**config.mk**
```make
export PLATFORM = sky130hd
export DESIGN_NAME = address_cache_lru_pinned
export DESIGN_NICKNAME = d
export VERILOG_FILES = /design/src/design/acl_pkg.sv /design/src/design/address_cache_lru_pinned.sv /design/src/design/acl_ctrl.sv /design/src/design/acl_datapath.sv
export SDC_FILE = /design/constraint.sdc
export NUM_CORES = 2
export LEC_CHECK = 0
export BUFFER_PORTS_ARGS = -buffer_cell sky130_fd_sc_hd__buf_2
export CORE_MARGIN = 2
export CORE_UTILIZATION = 50
export CTS_BUF_LIST = sky130_fd_sc_hd__clkbuf_4
export CTS_CLUSTER_SIZE = 28
export DETAILED_ROUTE_END_ITERATION = 8
export PLACE_DENSITY = 0.69
export SETUP_SLACK_MARGIN = 0.5
export SYNTH_ARGS = -nofsm -noshare
export SYNTH_HDL_FRONTEND = slang
export SYNTH_SLANG_ARGS = --single-unit
```
**constraint.sdc**
```tcl
create_clock -name clk -period 4.9 [get_ports clk]
set_input_delay 0.245 -clock clk [delete_from_list [all_inputs] [get_ports clk]]
set_output_delay 0.245 -clock clk [all_outputs]
set_load 0.005 [all_outputs]
```
**src/design/acl_pkg.sv**
```systemverilog
// shared types and constants for the address cache with lru and pinned entries
// no dependencies

package acl_pkg;

    localparam int OP_W     = 2;
    localparam int IP_W     = 32;
    localparam int MAC_W    = 48;
    localparam int STATUS_W = 2;
    localparam int COUNT_W  = 32;

    localparam logic [OP_W-1:0] OP_LOOKUP = 2'd0;
    localparam logic [OP_W-1:0] OP_ENTER  = 2'd1;
    localparam logic [OP_W-1:0] OP_FLUSH  = 2'd2;
    localparam logic [OP_W-1:0] OP_DELETE = 2'd3;

    localparam logic [STATUS_W-1:0] ST_DONE     = 2'd0;
    localparam logic [STATUS_W-1:0] ST_NO_MATCH = 2'd1;
    localparam logic [STATUS_W-1:0] ST_NO_ROOM  = 2'd2;

    // controller to datapath
    typedef struct packed {
        logic capture;
        logic sweep_clr;
        logic scan_en;
        logic decide;
        logic update_en;
        logic load_out;
    } acl_cmd_t;

    // datapath to controller
    typedef struct packed {
        logic [OP_W-1:0] op;
        logic            sweep_done;
        logic            need_move;
    } acl_stat_t;

endpackage

```
**src/design/address_cache_lru_pinned.sv**
```systemverilog
// top level of the address cache: ip to mac table with lru order and pinned entries
// depends on acl_pkg, acl_ctrl, acl_datapath
// sequence: flush skips the entry scan; lookup miss, enter in place,
//   delete and full-table enter scan the memories once; lookup hit and enter with
//   replacement also run the rank update sweep, each sweep one entry a cycle
// throughput: one request at a time; the next is taken once the result is registered
// reset: rst_n async active low clears the table to invalid/temporary, order to identity

module address_cache_lru_pinned #(
    parameter int ENTRIES = 16
) (
    input  logic                          clk,
    input  logic                          rst_n,
    input  logic                          in_valid,
    output logic                          in_stall,
    input  logic [acl_pkg::OP_W-1:0]      opcode,
    input  logic [acl_pkg::IP_W-1:0]      ip_addr,
    input  logic [acl_pkg::MAC_W-1:0]     mac_addr,
    input  logic                          entry_permanent,
    output logic                          out_valid,
    input  logic                          out_stall,
    output logic                          hit,
    output logic [acl_pkg::MAC_W-1:0]     mac_out,
    output logic [acl_pkg::STATUS_W-1:0]  status,
    output logic [acl_pkg::COUNT_W-1:0]   hit_count
);
    import acl_pkg::*;

    // command and status between sequencer and datapath
    acl_cmd_t  cmd;
    acl_stat_t stat;

    // sequencer: idle, scan all entries, decide, rank update sweep, result hand-off
    acl_ctrl u_ctrl (
        .clk       (clk),
        .rst_n     (rst_n),
        .in_valid  (in_valid),
        .in_stall  (in_stall),
        .out_valid (out_valid),
        .out_stall (out_stall),
        .stat      (stat),
        .cmd       (cmd)
    );

    // datapath: entry memories, per-entry valid/pinned bits, recency ranks,
    // search registers and the output register that decouples the result side
    acl_datapath #(
        .ENTRIES (ENTRIES)
    ) u_dp (
        .clk             (clk),
        .rst_n           (rst_n),
        .opcode          (opcode),
        .ip_addr         (ip_addr),
        .mac_addr        (mac_addr),
        .entry_permanent (entry_permanent),
        .cmd             (cmd),
        .stat            (stat),
        .hit             (hit),
        .mac_out         (mac_out),
        .status          (status),
        .hit_count       (hit_count)
    );

endmodule

```
**src/design/acl_ctrl.sv**
```systemverilog
// request sequencer for the address cache
// depends on acl_pkg

module acl_ctrl (
    input  logic              clk,
    input  logic              rst_n,
    input  logic              in_valid,
    output logic              in_stall,
    output logic              out_valid,
    input  logic              out_stall,
    input  acl_pkg::acl_stat_t stat,
    output acl_pkg::acl_cmd_t  cmd
);
    import acl_pkg::*;

    typedef enum logic [4:0] {
        S_IDLE   = 5'b00001,
        S_SCAN   = 5'b00010,
        S_DECIDE = 5'b00100,
        S_UPDATE = 5'b01000,
        S_DONE   = 5'b10000
    } state_t;

    state_t state_reg, state_next;
    logic   out_valid_reg, out_valid_next;
    logic   out_busy;

    assign out_busy  = out_valid_reg && out_stall;
    assign in_stall  = (state_reg != S_IDLE);
    assign out_valid = out_valid_reg;

    always_comb
    begin
        state_next = state_reg;
        cmd        = '0;
        case (state_reg)
            S_IDLE:
            begin
                if (in_valid)
                begin
                    cmd.capture   = 1'b1;
                    cmd.sweep_clr = 1'b1;
                    // flush needs no search
                    state_next = S_SCAN;
                end
            end
            S_SCAN:
            begin
                if (stat.op == OP_FLUSH)
                begin
                    state_next = S_DECIDE;
                end
                else
                begin
                    cmd.scan_en = 1'b1;
                    if (stat.sweep_done)
                    begin
                        state_next = S_DECIDE;
                    end
                end
            end
            S_DECIDE:
            begin
                cmd.decide    = 1'b1;
                cmd.sweep_clr = 1'b1;
                state_next    = stat.need_move ? S_UPDATE : S_DONE;
            end
            S_UPDATE:
            begin
                cmd.update_en = 1'b1;
                if (stat.sweep_done)
                begin
                    state_next = S_DONE;
                end
            end
            S_DONE:
            begin
                if (!out_busy)
                begin
                    cmd.load_out = 1'b1;
                    state_next   = S_IDLE;
                end
            end
            default:
            begin
                state_next = S_IDLE;
            end
        endcase
    end

    always_comb
    begin
        out_valid_next = out_valid_reg;
        if (out_valid_reg && !out_stall)
        begin
            out_valid_next = 1'b0;
        end
        if (cmd.load_out)
        begin
            out_valid_next = 1'b1;
        end
    end

    always_ff @(posedge clk or negedge rst_n)
    begin
        if (!rst_n)
        begin
            state_reg     <= S_IDLE;
            out_valid_reg <= 1'b0;
        end
        else
        begin
            state_reg     <= state_next;
            out_valid_reg <= out_valid_next;
        end
    end

endmodule

```
**src/design/acl_datapath.sv**
```systemverilog
// entry storage, sweep counter, match search and recency ranks
// depends on acl_pkg

module acl_datapath #(
    parameter int ENTRIES = 16
) (
    input  logic                          clk,
    input  logic                          rst_n,
    input  logic [acl_pkg::OP_W-1:0]      opcode,
    input  logic [acl_pkg::IP_W-1:0]      ip_addr,
    input  logic [acl_pkg::MAC_W-1:0]     mac_addr,
    input  logic                          entry_permanent,
    input  acl_pkg::acl_cmd_t             cmd,
    output acl_pkg::acl_stat_t            stat,
    output logic                          hit,
    output logic [acl_pkg::MAC_W-1:0]     mac_out,
    output logic [acl_pkg::STATUS_W-1:0]  status,
    output logic [acl_pkg::COUNT_W-1:0]   hit_count
);
    import acl_pkg::*;

    localparam int IW = (ENTRIES > 1) ? $clog2(ENTRIES) : 1;
    localparam int CW = $clog2(ENTRIES + 1);

    // storage without reset, masked by written bits
    logic [IP_W-1:0]  ip_mem   [ENTRIES];
    logic [MAC_W-1:0] mac_mem  [ENTRIES];
    logic [IW-1:0]    rank_mem [ENTRIES];

    logic [ENTRIES-1:0] valid_reg, pinned_reg, macw_reg, rankw_reg;

    logic [OP_W-1:0]  op_reg;
    logic [IP_W-1:0]  rip_reg;
    logic [MAC_W-1:0] rmac_reg;
    logic             rpin_reg;

    logic [CW-1:0]    cnt_reg;
    logic             rd_ok_reg;
    logic [IW-1:0]    rd_idx_reg;
    logic [IP_W-1:0]  ip_rd_reg;
    logic [MAC_W-1:0] mac_rd_reg;
    logic [IW-1:0]    rank_rd_reg;

    logic             found_reg, fpin_reg;
    logic [IW-1:0]    fidx_reg, frank_reg;
    logic [MAC_W-1:0] fmac_reg;
    logic             vic_reg;
    logic [IW-1:0]    vidx_reg, vrank_reg;
    logic             del_reg;
    logic [IW-1:0]    didx_reg, drank_reg;
    logic [IW-1:0]    mv_idx_reg, mv_rank_reg;

    logic                res_hit_reg;
    logic [MAC_W-1:0]    res_mac_reg;
    logic [STATUS_W-1:0] res_status_reg;
    logic [COUNT_W-1:0]  hit_cnt_reg;
    logic                hit_reg;
    logic [MAC_W-1:0]    mac_out_reg;
    logic [STATUS_W-1:0] status_reg;
    logic [COUNT_W-1:0]  hit_count_reg;

    logic [IW-1:0]    rd_addr;
    logic [MAC_W-1:0] mac_eff;
    logic [IW-1:0]    rank_eff, rank_new;
    logic             sweep_on, ip_match;
    logic             ip_we, mac_we;
    logic [IW-1:0]    wr_idx;

    assign rd_addr  = cnt_reg[IW-1:0];
    assign sweep_on = cmd.scan_en || cmd.update_en;
    assign mac_eff  = macw_reg[rd_idx_reg] ? mac_rd_reg : '0;
    assign rank_eff = rankw_reg[rd_idx_reg] ? rank_rd_reg : rd_idx_reg;
    assign ip_match = valid_reg[rd_idx_reg] && (ip_rd_reg == rip_reg);

    always_comb
    begin
        if (rd_idx_reg == mv_idx_reg)
            rank_new = '0;
        else if (rank_eff < mv_rank_reg)
            rank_new = rank_eff + 1'b1;
        else
            rank_new = rank_eff;
    end

    // decide-time writes
    always_comb
    begin
        ip_we  = 1'b0;
        mac_we = 1'b0;
        wr_idx = vidx_reg;
        if (cmd.decide && op_reg == OP_ENTER)
        begin
            if (found_reg)
            begin
                wr_idx = fidx_reg;
                mac_we = !fpin_reg;
            end
            else if (vic_reg)
            begin
                ip_we  = 1'b1;
                mac_we = 1'b1;
            end
        end
    end

    assign stat.op         = op_reg;
    assign stat.sweep_done = (cnt_reg == CW'(ENTRIES)) && !rd_ok_reg;
    assign stat.need_move  = (op_reg == OP_LOOKUP && found_reg)
                           || (op_reg == OP_ENTER && !found_reg && vic_reg);

    always_ff @(posedge clk)
    begin
        ip_rd_reg   <= ip_mem[rd_addr];
        mac_rd_reg  <= mac_mem[rd_addr];
        rank_rd_reg <= rank_mem[rd_addr];
        if (ip_we)
            ip_mem[wr_idx] <= rip_reg;
        if (mac_we)
            mac_mem[wr_idx] <= rmac_reg;
        if (cmd.update_en && rd_ok_reg)
            rank_mem[rd_idx_reg] <= rank_new;
    end

    // request, search and result registers
    always_ff @(posedge clk)
    begin
        if (cmd.capture)
        begin
            op_reg   <= opcode;
            rip_reg  <= ip_addr;
            rmac_reg <= mac_addr;
            rpin_reg <= entry_permanent;
        end
        if (cmd.scan_en && rd_ok_reg)
        begin
            if (ip_match && !found_reg)
            begin
                fidx_reg  <= rd_idx_reg;
                frank_reg <= rank_eff;
                fmac_reg  <= mac_eff;
                fpin_reg  <= pinned_reg[rd_idx_reg];
            end
            if (!pinned_reg[rd_idx_reg] && (!vic_reg || rank_eff > vrank_reg))
            begin
                vidx_reg  <= rd_idx_reg;
                vrank_reg <= rank_eff;
            end
            if (mac_eff == rmac_reg && (!del_reg || rank_eff < drank_reg))
            begin
                didx_reg  <= rd_idx_reg;
                drank_reg <= rank_eff;
            end
        end
        if (cmd.decide)
        begin
            res_hit_reg    <= 1'b0;
            res_mac_reg    <= '0;
            res_status_reg <= ST_DONE;
            mv_idx_reg     <= found_reg ? fidx_reg : vidx_reg;
            mv_rank_reg    <= found_reg ? frank_reg : vrank_reg;
            case (op_reg)
                OP_LOOKUP:
                begin
                    res_hit_reg <= found_reg;
                    res_mac_reg <= found_reg ? fmac_reg : '0;
                end
                OP_ENTER:
                begin
                    if (!found_reg && !vic_reg)
                        res_status_reg <= ST_NO_ROOM;
                end
                OP_DELETE:
                begin
                    if (!del_reg)
                        res_status_reg <= ST_NO_MATCH;
                end
                default:
                begin
                    res_status_reg <= ST_DONE;
                end
            endcase
        end
        if (cmd.load_out)
        begin
            hit_reg       <= res_hit_reg;
            mac_out_reg   <= res_mac_reg;
            status_reg    <= res_status_reg;
            hit_count_reg <= hit_cnt_reg;
        end
    end

    // control state: sweep, flags, per-entry bits, hit counter
    always_ff @(posedge clk or negedge rst_n)
    begin
        if (!rst_n)
        begin
            cnt_reg     <= '0;
            rd_ok_reg   <= 1'b0;
            rd_idx_reg  <= '0;
            found_reg   <= 1'b0;
            vic_reg     <= 1'b0;
            del_reg     <= 1'b0;
            valid_reg   <= '0;
            pinned_reg  <= '0;
            macw_reg    <= '0;
            rankw_reg   <= '0;
            hit_cnt_reg <= '0;
        end
        else
        begin
            if (cmd.sweep_clr)
            begin
                cnt_reg   <= '0;
                rd_ok_reg <= 1'b0;
            end
            else if (sweep_on)
            begin
                if (cnt_reg != CW'(ENTRIES))
                begin
                    cnt_reg    <= cnt_reg + 1'b1;
                    rd_ok_reg  <= 1'b1;
                    rd_idx_reg <= rd_addr;
                end
                else
                begin
                    rd_ok_reg <= 1'b0;
                end
            end
            if (cmd.capture)
            begin
                found_reg <= 1'b0;
                vic_reg   <= 1'b0;
                del_reg   <= 1'b0;
            end
            if (cmd.scan_en && rd_ok_reg)
            begin
                if (ip_match)
                    found_reg <= 1'b1;
                if (!pinned_reg[rd_idx_reg])
                    vic_reg <= 1'b1;
                if (mac_eff == rmac_reg)
                    del_reg <= 1'b1;
            end
            if (cmd.update_en && rd_ok_reg)
                rankw_reg[rd_idx_reg] <= 1'b1;
            if (mac_we)
            begin
                macw_reg[wr_idx]   <= 1'b1;
                pinned_reg[wr_idx] <= rpin_reg;
            end
            if (ip_we)
                valid_reg[wr_idx] <= 1'b1;
            if (cmd.decide)
            begin
                case (op_reg)
                    OP_LOOKUP:
                    begin
                        if (found_reg)
                            hit_cnt_reg <= hit_cnt_reg + 1'b1;
                    end
                    OP_FLUSH:
                    begin
                        valid_reg <= '0;
                    end
                    OP_DELETE:
                    begin
                        if (del_reg)
                            valid_reg[didx_reg] <= 1'b0;
                    end
                    default:
                    begin
                        hit_cnt_reg <= hit_cnt_reg;
                    end
                endcase
            end
        end
    end

    assign hit       = hit_reg;
    assign mac_out   = mac_out_reg;
    assign status    = status_reg;
    assign hit_count = hit_count_reg;

endmodule

```
==> summary.txt <==
Setup path
  – Worst path arrival time: 5.10 ns
  – Highest net fanout along the worst path: 24
  – Worst path required time: 5.85 ns
  – Setup crit start kind: flip-flop
  – Start-to-end type of the worst setup path: flip-flop to flip-flop
  – Internal reg-to-reg setup slack: 0.75 ns
  – Type of element capturing the critical path: flip-flop

Placement
  – Placer congestion estimate: 0.8341
  – Area after detailed placement: 72960 um^2
  – Quantity of I/O buffers inserted on ports: 171
  – Final HPWL from detailed placement: 86.45 mm

Run status
  – Run status: complete, no violations

Yosys
  – Most frequently used flop master after synthesis: edfxtp_1
  – Syn_nets: 3287
  – Syn Inst Count: 3186
  – Synth warn: 0
  – Flip-flop and latch count after synthesis: 1841
  – Sequential element share of the synthesized area: 77.97%
  – Post-synthesis cell type count: 73
  – Mapped cell area: 69090 um^2
  – Number of enable flip-flop cells after synthesis: 1642
  – Share of synthesized registers carrying an async set or reset: 6.247%
  – Area share of the largest cell type after synthesis: 71.37%
  – Biggest area contributors in the synthesized netlist: edfxtp_1, mux4_2, dfrtp_1
  – Yosys top cell by area: edfxtp_1
  – Mean Syn Cell Area: 21.69 um^2

Layout
  – Most flops, register: u_dp.mac_mem
  – Most frequent standard cell in the layout excluding fill and tap cells: edfxtp_1
  – Most used cells in the layout excluding fill and tap cells: edfxtp_1, clkbuf_4, mux4_2
  – Post-route cell area: 80620 um^2
  – Max FFs per register: 768
  – Signed area change from the synthesized netlist to the final layout: 16.68%
  – Largest regs: u_dp.mac_mem x768, u_dp.ip_mem x512, u_dp.rank_mem x64
  – Final layout net count: 4070
  – Fraction of layout instances using a drive strength above 1: 35.80%
  – Filler Cells Inserted: 9942

GRT
  – Number of global-route vias before repair: 35.94k
  – Number of antenna violations at the first check in global routing: 6
  – Total track usage: 22.40%
  – Global-route wire length before repair: 230.8 mm
  – Total congestion overflow after global routing: 0
  – Largest net degree at the start of global routing: 79

Floorplan
  – Die area: 141200 um^2
  – Initial standard-cell utilization of the core: 50.31%
  – Y dimension of the die: 375.7 um
  – X dimension of the die: 375.7 um
  – Ports placed on the boundary: 172
  – Num rows: 136
  – Placeable core region: 137300 um^2

Pwr
  – Switching power total: 9.862 mW
  – Internal cell power: 27.84 mW
  – Share of total power in sequential cells: 51.8%
  – Static leakage power: 27.00 nW
  – Portion of total power attributed to combinational logic: 14.7%
  – Clock power share: 33.5%
  – VDD IR-drop max: 0.2643 mV
  – Switching Share: 26.15%
  – Total power divided by cell area: 467.7 nW/um^2

Detailed routing
  – Total number of vias: 35.22k
  – Antenna Violating Nets Remaining: 0
  – Number of iterations in the first detailed-routing pass: 5
  – Average detailed-routed wire length per instance: 25.64 um
  – Highest routed layer: met4
  – Routed length on met1: 66.11 mm
  – Met2 layer wire length in the routed design: 74.30 mm
  – Met3 wire len: 13.98 mm
  – First DRT Iteration DRCs: 3947
  – Detailed-route DRC error count: 0
  – Detailed Route WL: 156.9 mm
  – Avg Vias per Cell: 5.755

Timing
  – Total of endpoints with negative setup slack in the final report: 0
  – Final hold violations: 0
  – Max frequency: 241.0 MHz
  – Worst Clk Skew: 0.1762 ns
  – Accumulated negative setup slack: 0 ns
  – Final-report max-slew violation count: 0
  – Clock period minus worst slack: 4.149 ns
  – Headroom to the max-slew limit: 10.96%
  – Slew at the pin closest to its max-slew limit: 1.323 ns
  – Final period utilization: 84.68%
  – Setup repair after global routing missed its margin: false
  – Hold slack final: 0.1577 ns

Clocking
  – Buffers from clock root to sink, at most: 4
  – Clock latency on the worst-skew pair: 1.40 ns
  – Number of buffers created by CTS: 459
  – CTS tree: built
  – Reg clk slew, reported paths: 0.07 ns
  – Root buffer cell: clkbuf_4
  – # clock sinks: 1841
  – Number of H-tree levels: 5

Flow run
  – # Max-Cap Violations: 0

Worst hold path
  – Path class of the lowest-slack min-delay path: input pin to flip-flop
[repair_timing]
item                                   4_1_cts  5_1_grt
endpoints found under the hold margin      332        0
hold buffers                               176        0
pin swaps                                    1        1
gates cloned                                 0        1
setup endpoints to repair                   40       76
resized for setup                            3        7
buffers inserted                             1        0
[cells in the mapped netlist, drive strengths merged, types with 23 or more instances]
| cell type | count |
|---|---|
| buf | 52 |
| mux2 | 23 |
| dfxtp | 84 |
| or2 | 33 |
| nor2 | 123 |
| inv | 49 |
| edfxtp | 1642 |
| nand3 | 35 |
| xnor2 | 33 |
| clkbuf | 78 |
| mux4 | 434 |
| o21ai | 54 |
| nand2 | 60 |
| and2 | 83 |
| dfrtp | 114 |
| xor2 | 56 |
| nand3b | 23 |
[kinds of logic after synthesis]
kind of cell | Yosys count | synth area share (%)
and+or+nand+nor | 442 | 3.401
buffers and inverters | 179 | 1.021
adders and majority gates | 14 | 0.2535
muxes | 473 | 14.75
AOI/OAI and AO/OA | 148 | 1.474
DFF | 1841 | 77.97
xor gates and xnor gates | 89 | 1.128
[cell type report]
class / instances / area (um^2) / area share (%)
diodes: 5 / 12.51 / 0.01552
flip-flops and latches: 1841 / 53890 / 66.84
well taps: 1794 / 2245 / 2.784
inverters: 49 / 190.2 / 0.2359
clock inverters: 123 / 635.6 / 0.7884
repair buffers: 451 / 3631 / 4.504
multi-input cells: 1167 / 14840 / 18.40
clock buffers: 690 / 5180 / 6.425
[per-layer routing]
metal  global-route usage [%]  vias up
met1                    33.00    18370
met5                        0        -
li1                         -    14960
met2                    34.03     1669
met4                    5.835        0
met3                    5.288      224
[worst paths after layout]
kind,start,endpoint,cells past startpoint
max,u_dp.rd_idx_reg[3],u_dp.didx_reg[0],10
min,mac_addr[38],u_dp.rmac_reg[38],3
max reg2reg,u_dp.rd_idx_reg[3],u_dp.didx_reg[0],10
min reg2reg,u_dp.hit_cnt_reg[30],u_dp.hit_count[30],0
max in group asynchronous,rst_n,u_dp.valid_reg[8],5
min in group asynchronous,rst_n,u_dp.hit_cnt_reg[11],5
[power by group through the flow]
stage	registers (mW)	logic, mW	clock network [mW]
4_1_cts	19.5	5.54	12.9
3_5_place_dp	19.8	5.38	0
6_report	19.5	5.53	12.6
3_3_place_gp	19.8	5.35	0
2_1_floorplan	19.3	4.05	0
5_1_grt	19.6	5.92	13.8
[worst max-delay path: stages (launching register included)]
cell       delay (ns)
dfrtp_1          0.56
buf_4            0.27
and2b_4          0.24
a222oi_1         0.33
buf_4            0.27
a22o_4           0.36
nand3_1          0.16
a2111oi_2        0.53
nand4_1          0.29
nor4_2           0.47
buf_4            0.26
[stage by stage]
| step | setup slack [ns] | power [mW] | util, % | cells |
|---|---|---|---|---|
| 6_report | 0.7509 | 37.71 | 58.71 | 6120 |
| 5_1_grt | 0.5869 | 39.31 | 58.71 | 6120 |
| 4_1_cts | 0.5183 | 38.00 | 58.67 | 6114 |
| 3_5_place_dp | 0.4660 | 25.23 | 53.13 | 5124 |
| 3_3_place_gp | 0.4107 | 25.15 | 53.13 | 5124 |
| 2_1_floorplan | 0.5891 | 23.30 | - | 3186 |
(Power assumes the default switching activity.)
